--- src/rtl/line_column_field_cutter_unit_assert.svh ---
// Assertion macros used by the line/column field cutter back end.
`ifndef LINE_COLUMN_FIELD_CUTTER_UNIT_ASSERT_SVH
`define LINE_COLUMN_FIELD_CUTTER_UNIT_ASSERT_SVH

// Implication checked at every rising clock edge, off during reset
`define LCFC_ASSERT(label, prop, msg) \
  label: assert property (@(posedge clk) disable iff (rst) (prop)) else $error(msg);

// Condition that must never hold outside reset
`define LCFC_NEVER(label, cond, msg) \
  label: assert property (@(posedge clk) disable iff (rst) !(cond)) else $error(msg);

`endif

--- src/rtl/lcfc_pkg.sv ---
// Package: constants, types and range match function for the field cutter.
package lcfc_pkg;

  localparam int DATA_W  = 8;
  localparam int POS_W   = 16;
  localparam int CNT_W   = 6;
  localparam int QUEUE_DEPTH = 4;

  localparam int DEF_RANGE_SLOTS = 8;
  localparam int DEF_HOLD_BYTES  = 63;

  localparam logic [POS_W-1:0]  POS_MAX      = 16'hFFFF;
  localparam logic [DATA_W-1:0] NEWLINE_BYTE = 8'd10;
  localparam logic [DATA_W-1:0] TAB_BYTE     = 8'd9;

  // Configuration register indexes
  typedef enum logic [3:0] {
    REG_SELECT_FIELDS = 4'd0,
    REG_DELIMITER     = 4'd1,
    REG_SUPPRESS      = 4'd2,
    REG_RANGE_COUNT   = 4'd3,
    REG_RANGE_PAIR_0  = 4'd4,
    REG_RANGE_PAIR_1  = 4'd5,
    REG_RANGE_PAIR_2  = 4'd6,
    REG_RANGE_PAIR_3  = 4'd7
  } cfg_reg_t;

  // Configuration seen by the front end
  typedef struct packed {
    logic              select_fields;
    logic [DATA_W-1:0] delimiter;
    logic              suppress_undelimited;
    logic [3:0]        range_count;
    logic [3:0][63:0]  range_pair;
  } cfg_t;

  // Command from front to back: optional hold flush, then optional byte
  typedef struct packed {
    logic [CNT_W-1:0]  flush_count;
    logic              has_byte;
    logic [DATA_W-1:0] out_byte;
    logic              line_done;
    logic              ovf;
  } cmd_t;

  // Hold memory write port
  typedef struct packed {
    logic              en;
    logic [CNT_W-1:0]  addr;
    logic [DATA_W-1:0] data;
  } hold_wr_t;

  // True when pos lies in any of the first n ranges
  function automatic logic in_ranges(input logic [POS_W-1:0] pos,
                                     input logic [3:0][63:0] pairs,
                                     input logic [3:0] n);
    logic             hit;
    logic [31:0]      word;
    logic [POS_W-1:0] lo;
    logic [POS_W-1:0] hi;
    hit = 1'b0;
    for (int k = 0; k < 8; k++) begin
      word = pairs[k/2][(k%2)*32 +: 32];
      lo   = word[15:0];
      hi   = word[31:16];
      if ((4'(k) < n) && (pos >= lo) && ((hi == '0) || (pos <= hi))) begin
        hit = 1'b1;
      end
    end
    return hit;
  endfunction

endpackage

--- src/rtl/lcfc_queue.sv ---
// Small command queue between the front and back ends.
module lcfc_queue (
  input  logic          clk,
  input  logic          rst,
  input  logic          wr_en,
  input  lcfc_pkg::cmd_t wr_cmd,
  input  logic          rd_en,
  output logic          full,
  output logic          valid,
  output lcfc_pkg::cmd_t head
);
  import lcfc_pkg::*;

  localparam int PW = $clog2(QUEUE_DEPTH);

  cmd_t            slots [QUEUE_DEPTH];
  logic [PW-1:0]   wr_ptr;
  logic [PW-1:0]   rd_ptr;
  logic [PW:0]     count;

  assign full  = (count == (PW+1)'(QUEUE_DEPTH));
  assign valid = (count != '0);
  assign head  = slots[rd_ptr];

  // Entry storage
  always_ff @(posedge clk) begin
    if (wr_en) begin
      slots[wr_ptr] <= wr_cmd;
    end
  end

  // Pointers and fill count
  always_ff @(posedge clk) begin
    if (rst) begin
      wr_ptr <= '0;
      rd_ptr <= '0;
      count  <= '0;
    end else begin
      if (wr_en) wr_ptr <= wr_ptr + 1'b1;
      if (rd_en) rd_ptr <= rd_ptr + 1'b1;
      case ({wr_en, rd_en})
        2'b10:   count <= count + 1'b1;
        2'b01:   count <= count - 1'b1;
        default: count <= count;
      endcase
    end
  end

endmodule

--- src/rtl/lcfc_front.sv ---
// Front end: accepts bytes, tracks line state, fills the hold, issues commands.
module lcfc_front #(
  parameter int RANGE_SLOTS = lcfc_pkg::DEF_RANGE_SLOTS,
  parameter int HOLD_BYTES  = lcfc_pkg::DEF_HOLD_BYTES
) (
  input  logic                          clk,
  input  logic                          rst,
  input  lcfc_pkg::cfg_t                cfg,
  input  logic                          push,
  input  logic                          mode,
  input  logic [lcfc_pkg::DATA_W-1:0]   in_byte,
  output logic                          full,
  input  logic                          q_full,
  output logic                          cmd_push,
  output lcfc_pkg::cmd_t                cmd,
  output lcfc_pkg::hold_wr_t            hold_wr,
  input  logic                          flush_end
);
  import lcfc_pkg::*;

  localparam int CW = $clog2(HOLD_BYTES + 1);

  logic [POS_W-1:0] char_position, char_position_next;
  logic [POS_W-1:0] field_number, field_number_next;
  logic             delimiter_seen, delimiter_seen_next;
  logic             any_field_emitted, any_field_emitted_next;
  logic [CW-1:0]    hold_count, hold_count_next;
  logic             hold_lost, hold_lost_next;
  logic             flush_wait, flush_wait_next;

  logic             accept;
  logic             is_delim;
  logic [3:0]       n_active;
  logic [POS_W-1:0] pos_inc;
  logic [POS_W-1:0] fn_inc;
  logic [POS_W-1:0] probe;
  logic             hit, hit1, hit2;

  // Input stalls on a full queue or while a hold flush drains
  assign full   = q_full || flush_wait;
  assign accept = push && !full;

  assign is_delim = (in_byte == cfg.delimiter);
  assign n_active = (cfg.range_count > 4'(RANGE_SLOTS)) ? 4'(RANGE_SLOTS) : cfg.range_count;
  assign pos_inc  = (char_position == POS_MAX) ? char_position : char_position + 1'b1;
  assign fn_inc   = (field_number == POS_MAX) ? field_number : field_number + 1'b1;

  // One range probe for the current position or field, two fixed ones for fields 1 and 2
  always_comb begin
    if (!cfg.select_fields) probe = pos_inc;
    else if (is_delim)      probe = fn_inc;
    else                    probe = field_number;
  end
  assign hit  = in_ranges(probe, cfg.range_pair, n_active);
  assign hit1 = in_ranges(POS_W'(1), cfg.range_pair, n_active);
  assign hit2 = in_ranges(POS_W'(2), cfg.range_pair, n_active);

  // Item classification
  always_comb begin
    char_position_next     = char_position;
    field_number_next      = field_number;
    delimiter_seen_next    = delimiter_seen;
    any_field_emitted_next = any_field_emitted;
    hold_count_next        = hold_count;
    hold_lost_next         = hold_lost;
    cmd_push               = 1'b0;
    cmd                    = '0;
    hold_wr                = '0;

    if (accept) begin
      if (!cfg.select_fields) begin
        // character positions
        if (mode) begin
          cmd_push = 1'b1;
          cmd.has_byte  = 1'b1;
          cmd.out_byte  = NEWLINE_BYTE;
          cmd.line_done = 1'b1;
        end else begin
          char_position_next = pos_inc;
          if (hit) begin
            cmd_push = 1'b1;
            cmd.has_byte = 1'b1;
            cmd.out_byte = in_byte;
          end
        end
      end else if (mode) begin
        // end of line in field mode
        cmd.ovf = hold_lost;
        if (delimiter_seen) begin
          cmd_push = 1'b1;
          cmd.has_byte  = 1'b1;
          cmd.out_byte  = NEWLINE_BYTE;
          cmd.line_done = 1'b1;
        end else if (!cfg.suppress_undelimited) begin
          cmd_push = 1'b1;
          cmd.flush_count = CNT_W'(hold_count);
          cmd.has_byte    = 1'b1;
          cmd.out_byte    = NEWLINE_BYTE;
          cmd.line_done   = 1'b1;
        end
      end else if (!delimiter_seen) begin
        if (is_delim) begin
          // first delimiter: release the held first field if it is selected
          delimiter_seen_next    = 1'b1;
          field_number_next      = POS_W'(2);
          any_field_emitted_next = hit1 || hit2;
          cmd.flush_count = hit1 ? CNT_W'(hold_count) : '0;
          cmd.has_byte    = hit1 && hit2;
          cmd.out_byte    = cfg.delimiter;
          cmd.ovf         = hold_lost;
          cmd_push = (cmd.flush_count != '0) || cmd.has_byte;
        end else if (hold_count < CW'(HOLD_BYTES)) begin
          hold_wr.en      = 1'b1;
          hold_wr.addr    = CNT_W'(hold_count);
          hold_wr.data    = in_byte;
          hold_count_next = hold_count + 1'b1;
        end else begin
          hold_lost_next = 1'b1;
        end
      end else begin
        // delimited line, later fields
        cmd.ovf = hold_lost;
        if (is_delim) begin
          field_number_next = fn_inc;
          if (hit) begin
            any_field_emitted_next = 1'b1;
            if (any_field_emitted) begin
              cmd_push = 1'b1;
              cmd.has_byte = 1'b1;
              cmd.out_byte = cfg.delimiter;
            end
          end
        end else if (hit) begin
          cmd_push = 1'b1;
          cmd.has_byte = 1'b1;
          cmd.out_byte = in_byte;
        end
      end

      // every end of line clears the line state
      if (mode) begin
        char_position_next     = '0;
        field_number_next      = POS_W'(1);
        delimiter_seen_next    = 1'b0;
        any_field_emitted_next = 1'b0;
        hold_count_next        = '0;
        hold_lost_next         = 1'b0;
      end
    end
  end

  // Flush interlock: hold entries stay put until the back end has read them
  always_comb begin
    flush_wait_next = flush_wait;
    if (flush_end) flush_wait_next = 1'b0;
    if (cmd_push && (cmd.flush_count != '0)) flush_wait_next = 1'b1;
  end

  // Line state registers
  always_ff @(posedge clk) begin
    if (rst) begin
      char_position     <= '0;
      field_number      <= POS_W'(1);
      delimiter_seen    <= 1'b0;
      any_field_emitted <= 1'b0;
      hold_count        <= '0;
      hold_lost         <= 1'b0;
      flush_wait        <= 1'b0;
    end else begin
      char_position     <= char_position_next;
      field_number      <= field_number_next;
      delimiter_seen    <= delimiter_seen_next;
      any_field_emitted <= any_field_emitted_next;
      hold_count        <= hold_count_next;
      hold_lost         <= hold_lost_next;
      flush_wait        <= flush_wait_next;
    end
  end

endmodule

--- src/rtl/lcfc_back.sv ---
// Back end: hold memory, flush sequencer and output register.
module lcfc_back #(
  parameter int HOLD_BYTES = lcfc_pkg::DEF_HOLD_BYTES
) (
  input  logic                          clk,
  input  logic                          rst,
  input  lcfc_pkg::hold_wr_t            hold_wr,
  input  logic                          cmd_valid,
  input  lcfc_pkg::cmd_t                cmd_head,
  output logic                          cmd_take,
  output logic                          flush_end,
  output logic                          empty,
  input  logic                          pop,
  output logic [lcfc_pkg::DATA_W-1:0]   out_byte,
  output logic                          line_done,
  output logic                          hold_overflow
);
  import lcfc_pkg::*;

  `include "line_column_field_cutter_unit_assert.svh"

  localparam int CW = $clog2(HOLD_BYTES + 1);
  localparam int AW = (HOLD_BYTES > 1) ? $clog2(HOLD_BYTES) : 1;

  typedef enum logic [2:0] {
    S_IDLE  = 3'b001,
    S_FLUSH = 3'b010,
    S_TAIL  = 3'b100
  } back_state_t;

  back_state_t       state, state_next;
  logic [CW-1:0]     idx, idx_next;
  logic [CW-1:0]     cnt;
  cmd_t              tail;
  logic [CW-1:0]     rd_idx;
  logic [DATA_W-1:0] rd_data;
  logic [DATA_W-1:0] hold_mem [HOLD_BYTES];

  logic              ob_valid;
  logic [DATA_W-1:0] ob_byte;
  logic              ob_done;
  logic              ob_ovf;
  logic              load_ok;
  logic              load;
  logic [DATA_W-1:0] ld_byte;
  logic              ld_done;
  logic              ld_ovf;
  logic              last;

  // Hold memory: one write port, registered read
  always_ff @(posedge clk) begin
    if (hold_wr.en) begin
      hold_mem[hold_wr.addr[AW-1:0]] <= hold_wr.data;
    end
    rd_data <= hold_mem[rd_idx[AW-1:0]];
  end

  assign load_ok = !ob_valid || pop;
  assign last    = ({1'b0, idx} + 1'b1) == {1'b0, cnt};

  // Flush sequencer
  always_comb begin
    state_next = state;
    idx_next   = idx;
    rd_idx     = idx;
    cmd_take   = 1'b0;
    flush_end  = 1'b0;
    load       = 1'b0;
    ld_byte    = tail.out_byte;
    ld_done    = tail.line_done;
    ld_ovf     = tail.ovf;
    case (state)
      S_IDLE: begin
        rd_idx = '0;
        if (cmd_valid && load_ok) begin
          cmd_take = 1'b1;
          if (cmd_head.flush_count != '0) begin
            state_next = S_FLUSH;
            idx_next   = '0;
          end else begin
            load    = 1'b1;
            ld_byte = cmd_head.out_byte;
            ld_done = cmd_head.line_done;
            ld_ovf  = cmd_head.ovf;
          end
        end
      end
      S_FLUSH: begin
        if (load_ok) begin
          load    = 1'b1;
          ld_byte = rd_data;
          ld_done = 1'b0;
          if (last) begin
            flush_end  = 1'b1;
            state_next = tail.has_byte ? S_TAIL : S_IDLE;
          end else begin
            idx_next = idx + 1'b1;
            rd_idx   = idx + 1'b1;
          end
        end
      end
      S_TAIL: begin
        if (load_ok) begin
          load       = 1'b1;
          state_next = S_IDLE;
        end
      end
      default: begin
        state_next = S_IDLE;
      end
    endcase
  end

  // Sequencer registers
  always_ff @(posedge clk) begin
    if (rst) begin
      state <= S_IDLE;
      idx   <= '0;
    end else begin
      state <= state_next;
      idx   <= idx_next;
    end
  end

  // Command capture for flush length and tail byte
  always_ff @(posedge clk) begin
    if (cmd_take) begin
      cnt  <= cmd_head.flush_count[CW-1:0];
      tail <= cmd_head;
    end
  end

  // Output register: one result transaction waits here
  always_ff @(posedge clk) begin
    if (rst) begin
      ob_valid <= 1'b0;
    end else if (load) begin
      ob_valid <= 1'b1;
    end else if (pop) begin
      ob_valid <= 1'b0;
    end
  end

  always_ff @(posedge clk) begin
    if (load) begin
      ob_byte <= ld_byte;
      ob_done <= ld_done;
      ob_ovf  <= ld_ovf;
    end
  end

  assign empty         = !ob_valid;
  assign out_byte      = ob_byte;
  assign line_done     = ob_done;
  assign hold_overflow = ob_ovf;

  // Checks
  `LCFC_ASSERT(a_flush_bounds, (state == S_FLUSH) |-> (cnt != '0 && idx < cnt),
               "flush index outside captured length")
  `LCFC_ASSERT(a_tail_has_byte, (state == S_TAIL) |-> tail.has_byte,
               "tail state without a tail byte")
  `LCFC_NEVER(a_take_when_busy, cmd_take && (state != S_IDLE),
              "command taken while a flush is running")
  `LCFC_ASSERT(a_done_is_newline, (ob_valid && ob_done) |-> (ob_byte == NEWLINE_BYTE),
               "line end marked on a byte other than newline")

endmodule

--- src/rtl/line_column_field_cutter_unit.sv ---
// Top level of the line/column field cutter: config registers and block wiring.
// Cuts text lines by character position or by delimited field, like the cut
// utility. Bytes enter through a push/full queue port, one transaction per
// byte or end-of-line mark, and results leave through an empty/pop port.
// In character mode and on delimited lines new items enter while earlier ones
// wait in the queue. In field mode the first field is held in a HOLD_BYTES-deep
// memory until the first delimiter or the end of line; releasing it drains the
// hold through the back end at one byte per cycle from its single read port
// while the output is popped, and the input reports full until the drain ends.
// A four-entry command queue separates input classification from output, and
// results stall only when the output register is not popped. The config port
// is always ready; write it only while the block is idle.
module line_column_field_cutter_unit #(
  parameter int RANGE_SLOTS = lcfc_pkg::DEF_RANGE_SLOTS,
  parameter int HOLD_BYTES  = lcfc_pkg::DEF_HOLD_BYTES
) (
  input  logic                          clk,
  input  logic                          rst,
  // input queue port
  input  logic                          push,
  output logic                          full,
  input  logic                          mode,
  input  logic [lcfc_pkg::DATA_W-1:0]   in_byte,
  // result queue port
  output logic                          empty,
  input  logic                          pop,
  output logic [lcfc_pkg::DATA_W-1:0]   out_byte,
  output logic                          line_done,
  output logic                          hold_overflow,
  // config write port
  input  logic                          cfg_valid,
  output logic                          cfg_ready,
  input  logic [3:0]                    cfg_index,
  input  logic [63:0]                   cfg_data
);
  import lcfc_pkg::*;

  cfg_t     cfg;
  cmd_t     cmd, q_head;
  hold_wr_t hold_wr;
  logic     cmd_push, q_full, q_valid, cmd_take, flush_end;

  assign cfg_ready = 1'b1;

  // Configuration registers
  always_ff @(posedge clk) begin
    if (rst) begin
      cfg.select_fields        <= 1'b0;
      cfg.delimiter            <= TAB_BYTE;
      cfg.suppress_undelimited <= 1'b0;
      cfg.range_count          <= 4'd1;
      cfg.range_pair           <= {64'd0, 64'd0, 64'd0, 64'd1};
    end else if (cfg_valid && cfg_ready) begin
      case (cfg_index)
        REG_SELECT_FIELDS: cfg.select_fields        <= cfg_data[0];
        REG_DELIMITER:     cfg.delimiter            <= cfg_data[DATA_W-1:0];
        REG_SUPPRESS:      cfg.suppress_undelimited <= cfg_data[0];
        REG_RANGE_COUNT:   cfg.range_count          <= cfg_data[3:0];
        REG_RANGE_PAIR_0:  cfg.range_pair[0]        <= cfg_data;
        REG_RANGE_PAIR_1:  cfg.range_pair[1]        <= cfg_data;
        REG_RANGE_PAIR_2:  cfg.range_pair[2]        <= cfg_data;
        REG_RANGE_PAIR_3:  cfg.range_pair[3]        <= cfg_data;
        default: ;
      endcase
    end
  end

  lcfc_front #(
    .RANGE_SLOTS (RANGE_SLOTS),
    .HOLD_BYTES  (HOLD_BYTES)
  ) u_front (
    .clk       (clk),
    .rst       (rst),
    .cfg       (cfg),
    .push      (push),
    .mode      (mode),
    .in_byte   (in_byte),
    .full      (full),
    .q_full    (q_full),
    .cmd_push  (cmd_push),
    .cmd       (cmd),
    .hold_wr   (hold_wr),
    .flush_end (flush_end)
  );

  lcfc_queue u_queue (
    .clk    (clk),
    .rst    (rst),
    .wr_en  (cmd_push),
    .wr_cmd (cmd),
    .rd_en  (cmd_take),
    .full   (q_full),
    .valid  (q_valid),
    .head   (q_head)
  );

  lcfc_back #(
    .HOLD_BYTES (HOLD_BYTES)
  ) u_back (
    .clk           (clk),
    .rst           (rst),
    .hold_wr       (hold_wr),
    .cmd_valid     (q_valid),
    .cmd_head      (q_head),
    .cmd_take      (cmd_take),
    .flush_end     (flush_end),
    .empty         (empty),
    .pop           (pop),
    .out_byte      (out_byte),
    .line_done     (line_done),
    .hold_overflow (hold_overflow)
  );

endmodule
--- config.mk ---
export PLATFORM = sky130hd
export DESIGN_NAME = line_column_field_cutter_unit
export DESIGN_NICKNAME = d
export VERILOG_FILES = /design/src/rtl/lcfc_pkg.sv /design/src/rtl/lcfc_queue.sv /design/src/rtl/lcfc_front.sv /design/src/rtl/lcfc_back.sv /design/src/rtl/line_column_field_cutter_unit.sv
export VERILOG_INCLUDE_DIRS = /design/src /design/src/rtl
export SDC_FILE = /design/constraint.sdc
export NUM_CORES = 2
export LEC_CHECK = 0
export BUFFER_PORTS_ARGS = -buffer_cell sky130_fd_sc_hd__buf_2
export CAP_MARGIN = 40
export CORE_MARGIN = 2
export CORE_UTILIZATION = 50
export DETAILED_ROUTE_END_ITERATION = 16
export PLACE_DENSITY = 0.77
export SYNTH_ARGS = -nofsm -noshare
export SYNTH_HDL_FRONTEND = slang
export SYNTH_SLANG_ARGS = --single-unit
--- constraint.sdc ---
create_clock -name clk -period 19.5 [get_ports clk]
set_input_delay 0.975 -clock clk [delete_from_list [all_inputs] [get_ports clk]]
set_output_delay 0.975 -clock clk [all_outputs]
set_load 0.1 [all_outputs]
# Word level (Yosys, flattened, before mapping)
# Memories as Yosys holds them, arrays and structs flattened. A register that Yosys moved wholly into a read port is not among the register bits.
# Index checks and enable logic that the tools add are counted.
# op_classes
addsub,9
multipliers,0
div,0
magnitude_cmp,58
n_eq_ne,27
shifts,0
mux,139
bitwise_logic,0
reduce_logical,120
# ops
operator,n
$mux 16,11
$ge 1x16->1 const A,8
$ge 16x16->1,8
$ge 2x16->1 const A,8
$le 1x16->1 const A,8
$le 16x16->1,8
$le 2x16->1 const A,8
$logic_not 16->1,8
$mux 15,8
$mux 1,79
$mux 6,13
$mux 9,6
$logic_and 1x1->1,52
$add 16x1->16 const B,2
$eq 16x16->1 const B,2
$logic_or 1x1->1,28
$mux 8,3
$pmux 6 s2,2
$mux 10,2
$reduce_and 2->1,10
$mux 3,6
$reduce_bool 6->1,3
$mux 17,1
$eq 4x3->1 const B,4
36 further kinds,65
# word_totals
regBits,356
latch_bits,0
mem_bits_rw,572
rom_bits,0
input_bits,82
out_inout_bits,13
word_cells,384
n_memories,2
# memory_table
name,depth,width,read_ports,rd_clocked_by_memory_dff,write_ports,line_no,rtl
u_back.hold_mem,63,8,1,1,1,lcfc_back.sv:37,logic [DATA_W-1:0] hold_mem [HOLD_BYTES];
u_queue.slots,4,17,1,1,1,lcfc_queue.sv:16,cmd_t slots [QUEUE_DEPTH];

# Logic depth before layout (Yosys ltp)
# logic_depth
word_depth,24
depth_mapped,28
ltp_nobuf,27

# By module
# From an unflattened synthesis, not the netlist that was laid out.
# unflattened
hier_cells,4218
area_unflattened_um2,46214.3
# modules_own_cells
mod,instances,cells_per_inst,area_per_inst_um2,seq_area_each_um2
lcfc_back,1,1675,22415.2,16305.6
line_column_field_cutter_unit,1,960,10677.7,5405.2
lcfc_front,1,1451,10202.3,840.8
lcfc_queue,1,132,2919.0,2222.1

# Least setup slack after synthesis
# No wires, ideal clock.
# synth_path
path_type,input to register
start,input in_byte[1] (netlist bit)
end,register u_queue.count[2]
setup_ps,70
t_arrival_ps,6770
t_required_ps,19430
path_slack_ps,12660
stages,28
path_buffers,1
cell_sequence,xor2_1 > nor4_1 > and2_1 > clkbuf_1 > nand2_1 > nor2_1 > and3_1 > and3_1 > xnor2_1 > a21oi_1 > ha_1 > a21o_1 > a21o_1 > a2111oi_0 > o21ai_0 > a21oi_1 > a211oi_1 > a2111oi_0 > nand4_1 > o21ai_0 > a21oi_2 > inv_1 > ha_1 > inv_1 > fa_1 > xor2_1 > or3_1 > a21oi_1
# synth_between
elab_chain_len,22
word_cells_on_any_way,64
cone_classes,order compare: 16; eq/ne: 3; mux: 20; reduce/logical: 25
# synth_rtl
element,line_no,rtl
"start, declared",line_column_field_cutter_unit.sv:23,"input logic [lcfc_pkg::DATA_W-1:0] in_byte,"
$eq 8x8->1 *,lcfc_front.sv:43,assign is_delim = (in_byte == cfg.delimiter);
$mux 16,n/a,
$mux 16,lcfc_front.sv:50,if (!cfg.select_fields) probe = pos_inc;
$ge 16x16->1 or $le 16x16->1 (tied branches),lcfc_pkg.sv:66,if ((4'(k) < n) && (pos >= lo) && ((hi == '0) || (pos <= hi))) begin
$logic_and 1x1->1 or $logic_or 1x1->1 (tied branches),lcfc_pkg.sv:66,
$logic_and 1x1->1,lcfc_pkg.sv:66,
$mux 1 (8 in series),lcfc_pkg.sv:66,
"$mux 1, on equally long branches","lcfc_front.sv:80, lcfc_front.sv:133, lcfc_front.sv:125",
$mux 1,lcfc_front.sv:123,if (is_delim) begin
$mux 1,lcfc_front.sv:101,end else if (!delimiter_seen) begin
$mux 1,lcfc_front.sv:86,end else if (mode) begin
$mux 1 *,lcfc_front.sv:71,if (!cfg.select_fields) begin
$mux 1 *,lcfc_front.sv:70,if (accept) begin
$eq 2x1->1 or $eq 2x2->1 (tied branches),lcfc_queue.sv:41,"case ({wr_en, rd_en})"
$pmux 3 s2 or $reduce_bool 2->1 (tied branches),n/a,
"end signal, assigned",lcfc_queue.sv:42,2'b10: count <= count + 1'b1;
"end signal, assigned",lcfc_queue.sv:43,2'b01: count <= count - 1'b1;
"end signal, assigned",lcfc_queue.sv:44,default: count <= count;
"end, declared",lcfc_queue.sv:19,logic [PW:0] count;
# Mark *: on every way between the ends. The rest lies on a longest branch, timed or not.
# A chain may end at the register's enable or synchronous reset.

# Worst setup path after layout
# layout_path
start,input in_byte[6] (netlist bit)
end,register u_queue.count[2]
# Same word-level chain as after synthesis.

==> summary by stage <==
STA
The max-slew violation count is 0. Adding up every negative setup slack in the final design gives 0 ns. Timing would allow up to 132.8 MHz. In this run the tightest slew margin relative to its limit is 12.67%. The final critical path time including I/O delays and setup is approximately 7.5 ns. The share of the clock period used by the worst path is 38.62%. The final setup violation count is 0. For the pin with the worst max-slew slack, the measured transition is 1.310 ns. The post-route worst setup slack is roughly 12 ns. Clock skew on the completed layout was measured at 0.04730 ns. The hold violation total from the final report is 0.

Setup repair after global routing left no endpoint under its margin.

Detailed routing
The number of DRC violations after detailed-routing iteration 0 is roughly 3300. Summing over every cut layer, the via total after detailed routing is around 33000. The post-detailed-route via-to-cell ratio is 5.913. The first detailed-routing pass took 6 iterations. The number of remaining DRC errors is 0. Wires add up to between 100 and 150 mm. After detailed routing, the average wire length per cell comes to 20.78 µm. The number of nets with antenna violations after detailed routing is 0.

Logic synthesis
Yosys instantiated no cell more often than nand2_1. The post-synthesis sequential area ratio is 54.83%. Counting distinct cell types in the post-synthesis netlist gives 81. After synthesis, the most frequently instantiated cells are nand2_1, edfxtp_1, a21oi_1. Of the post-synthesis cell area, the dominant cell type holds 39.81%.

The number of nets in the synthesized netlist is 4557. For this run, the number of Yosys warnings is 0. The number of synthesized flops with an enable pin is between 500 and 600. The cell type with the highest aggregate area in the netlist is edfxtp_1. The flip-flop cell with the highest count after synthesis is edfxtp_1. The flop and latch count out of synthesis is 938. The number of standard cells after synthesis is 4209. After synthesis, the cell types taking the most area are edfxtp_1, dfxtp_1, ha_1.

The average instance in the mapped netlist occupies 10.73 µm². The share of synthesized flip-flops with an asynchronous set or reset is 0%. After synthesis the cells add up to 0.04518 mm².

Die
The number of top-level pins is 95. The total area inside the core boundary comes to 0.08974 mm². The initial utilization of the core area, before any placement, comes to 50.35%.

From bottom edge to top edge, the die measures 304.6 µm. The die covers 0.09278 mm². From left edge to right edge, the die measures approximately 300 µm. The number of cell rows is 110.

GRT
The first-pass GRT wire length is ~180 mm. The initial antenna violation count is 3. The total congestion overflow is 0. The overall fraction of global-route tracks in use is 24.09%. The number of global-route vias before repair is 31350. Entering global routing, the biggest net connects 165 pins.

Critical path
The largest single stage delay on the critical path is between 0.5 and 0.6 ns. The largest individual stage delay along the critical path comes from the cell nor4_1. STA classifies the critical path startpoint as an input port. The critical path required time is 20.09 ns.

By instance count, the cell type seen most on the critical path is o21ai_0. The highest net fanout along the worst path is 9. The number of buffers and inverters on the critical path is 4.

Data arrives at the worst endpoint at 8.12 ns. STA classifies the critical path endpoint as a register. The cell family with the largest share of critical-path delay is simple AND/OR/NAND/NOR gates. By startpoint and endpoint, the worst setup path is classified as in -> reg.

Clock tree
Once the clock tree was built, the setup fixing pass inserted 0 buffers. TritonCTS built the clock tree. The master cell of the clock root buffer is clkbuf_16. The number of sinks driven by the clock tree is 938.

The buffer levels on the longest clock path is 3. The later pin in the worst-skew pair is clocked with a latency of 0.69 ns. After clock tree synthesis, the clock-pin slew on the worst setup and hold paths is 0.06 ns. The post-cts gate resize count is 0.

The total clock buffers created by CTS is 92. The clock tree synthesis step divided the H-tree into 3 levels. For this design, the CTS-stage hold fixing added 0 buffers.

Placement
The placed wire-length estimate is approximately 75 mm. The weighted congestion at the end of routability-driven global placement is 0.9148. The post-detailed-placement cell area is ~0.047 mm². The number of input and output port buffers inserted is 93.

Prior to clock tree synthesis, the placed netlist has a worst setup slack of 11.52 ns.

Cells and area
The ratio of cells with drive above 1 in the final layout is 9.404%. In the final design database the tool counted 4599 nets. Compared with the post-synthesis result, the final layout area differs by 10.46%. After filler insertion, the fill cell instance count of the layout stands at 7443. The design area is between 0.04 and 0.05 mm². Once layout is complete, the utilization of the core stands at 55.62%. The sequential cells in the finished layout cover a total of 0.02478 mm².

The multi-input gate area in the final layout is 0.01850 mm².

Flow run
Max-cap violations in this run came to 0.

Outcome
The flow ran to the end, and the final reports show no timing, DRC or antenna violations.

Power
The power per standard cell area is around 91 mW/mm². The worst-case IR drop observed on VDD is around 65 µV. For this design the static power due to leakage is approximately 0.018 µW.

Min path
The type of the tightest min-delay check is reg -> reg.
==> worst reg2reg max path, delay by kind of cell, from the launching register on <==
kind	cells	cell delay, ns
XOR/XNOR	2	0.33
AND/OR/NAND/NOR	11	3.35
buffers and inverters	3	0.50
AO/OA/AOI/OAI	9	2.09
flip-flops	1	0.34
adder cells (fa/ha/maj)	3	0.75
==> flip-flops by register name, indices dropped and copies added, names as in the netlist, 2 cells and up, named ones only <==
register,cells
cfg,270
u_back.cnt,6
u_back.hold_mem,504
u_back.idx,6
u_back.out_byte,8
u_back.rd_data,8
u_back.state,3
u_back.tail,11
u_front.char_position,16
u_front.field_number,16
u_front.hold_count,6
u_queue.count,3
u_queue.rd_ptr,2
u_queue.slots,68
u_queue.wr_ptr,2
==> final cells by class <==
cell class              instances  area share [%]
clock buffers                 122           5.001
inverters                     278           2.091
flip-flops and latches        938           49.64
diodes                          2         0.01003
repair buffers                156           2.056
multi-input cells            2785           37.06
clock inverters                49           1.191
well taps                    1176           2.948
==> through the flow <==
stage	hold WS, ns	total power [µW]	cells
after floorplan	0.4320	2611	4209
after global placement	0.4455	2749	5322
after detailed placement	0.4487	2760	5331
after CTS	0.4568	4547	5502
after global routing	0.4852	4681	5505
final	0.4591	4533	5506
==> power by group <==
part / internal [µW] / total (µW) / switching (µW) / leakage (µW)
Combinational: 191 / 528 / 337 / 0.00870
Sequential: 2170 / 2200 / 30.4 / 0.00756
Clock: 1030 / 1810 / 778 / 0.00150
Total: 3390 / 4530 / 1140 / 0.0178
==> routing by layer <==
layer / routed length, µm / GRT usage (%) / share of wire (%)
met3: 8839 / 3.477 / 7.7
met2: 54220 / 39.91 / 47
met4: 4397 / 9.360 / 3.8
met5: 0 / 0 / 0
met1: 46950 / 32.04 / 41
==> path summary, 6_finish.rpt <==
path                    startpoint                       endpoint  slack (ns)  cells after the start
max reg2reg  cfg[267]$_SDFFE_PP0P_  u_queue.count[2]$_SDFFE_PP0P_       12.06                     28
min reg2reg  cfg[169]$_SDFFE_PP0P_          cfg[169]$_SDFFE_PP0P_        0.46                      2
min          cfg[169]$_SDFFE_PP0P_          cfg[169]$_SDFFE_PP0P_        0.46                      2
max                     in_byte[6]  u_queue.count[2]$_SDFFE_PP0P_       11.97                     29
==> logic make-up (layout without fill, tap and decap cells) <==
family / after synthesis / after routing / share of synthesized area, %
simple gates: 1329 / 1329 / 13.41
flops: 938 / 938 / 54.83
compound gates: 868 / 868 / 12.23
buf+inv: 486 / 605 / 4.528
mux: 279 / 279 / 6.754
fa+ha+maj: 266 / 266 / 7.383
xor+xnor: 42 / 42 / 0.8474
other cells: 1 / 3 / 0.008300
==> layout by cell type (no fill, tap or decap), types with 71 or more instances in the layout <==
cell,synthesis,layout
nand4_1,81,81
a211oi_1,88,88
edfxtp_1,599,599
clkbuf_16,0,93
inv_1,278,278
nor2b_1,91,91
ha_1,265,265
a21oi_1,402,396
dfxtp_1,339,338
nand2_1,628,627
mux2i_1,234,233
nand3_1,79,78
o21ai_0,85,77
buf_2,32,95
nor2_1,242,241
a21o_1,71,71
Note: power is estimated with default switching activity, not from simulation.
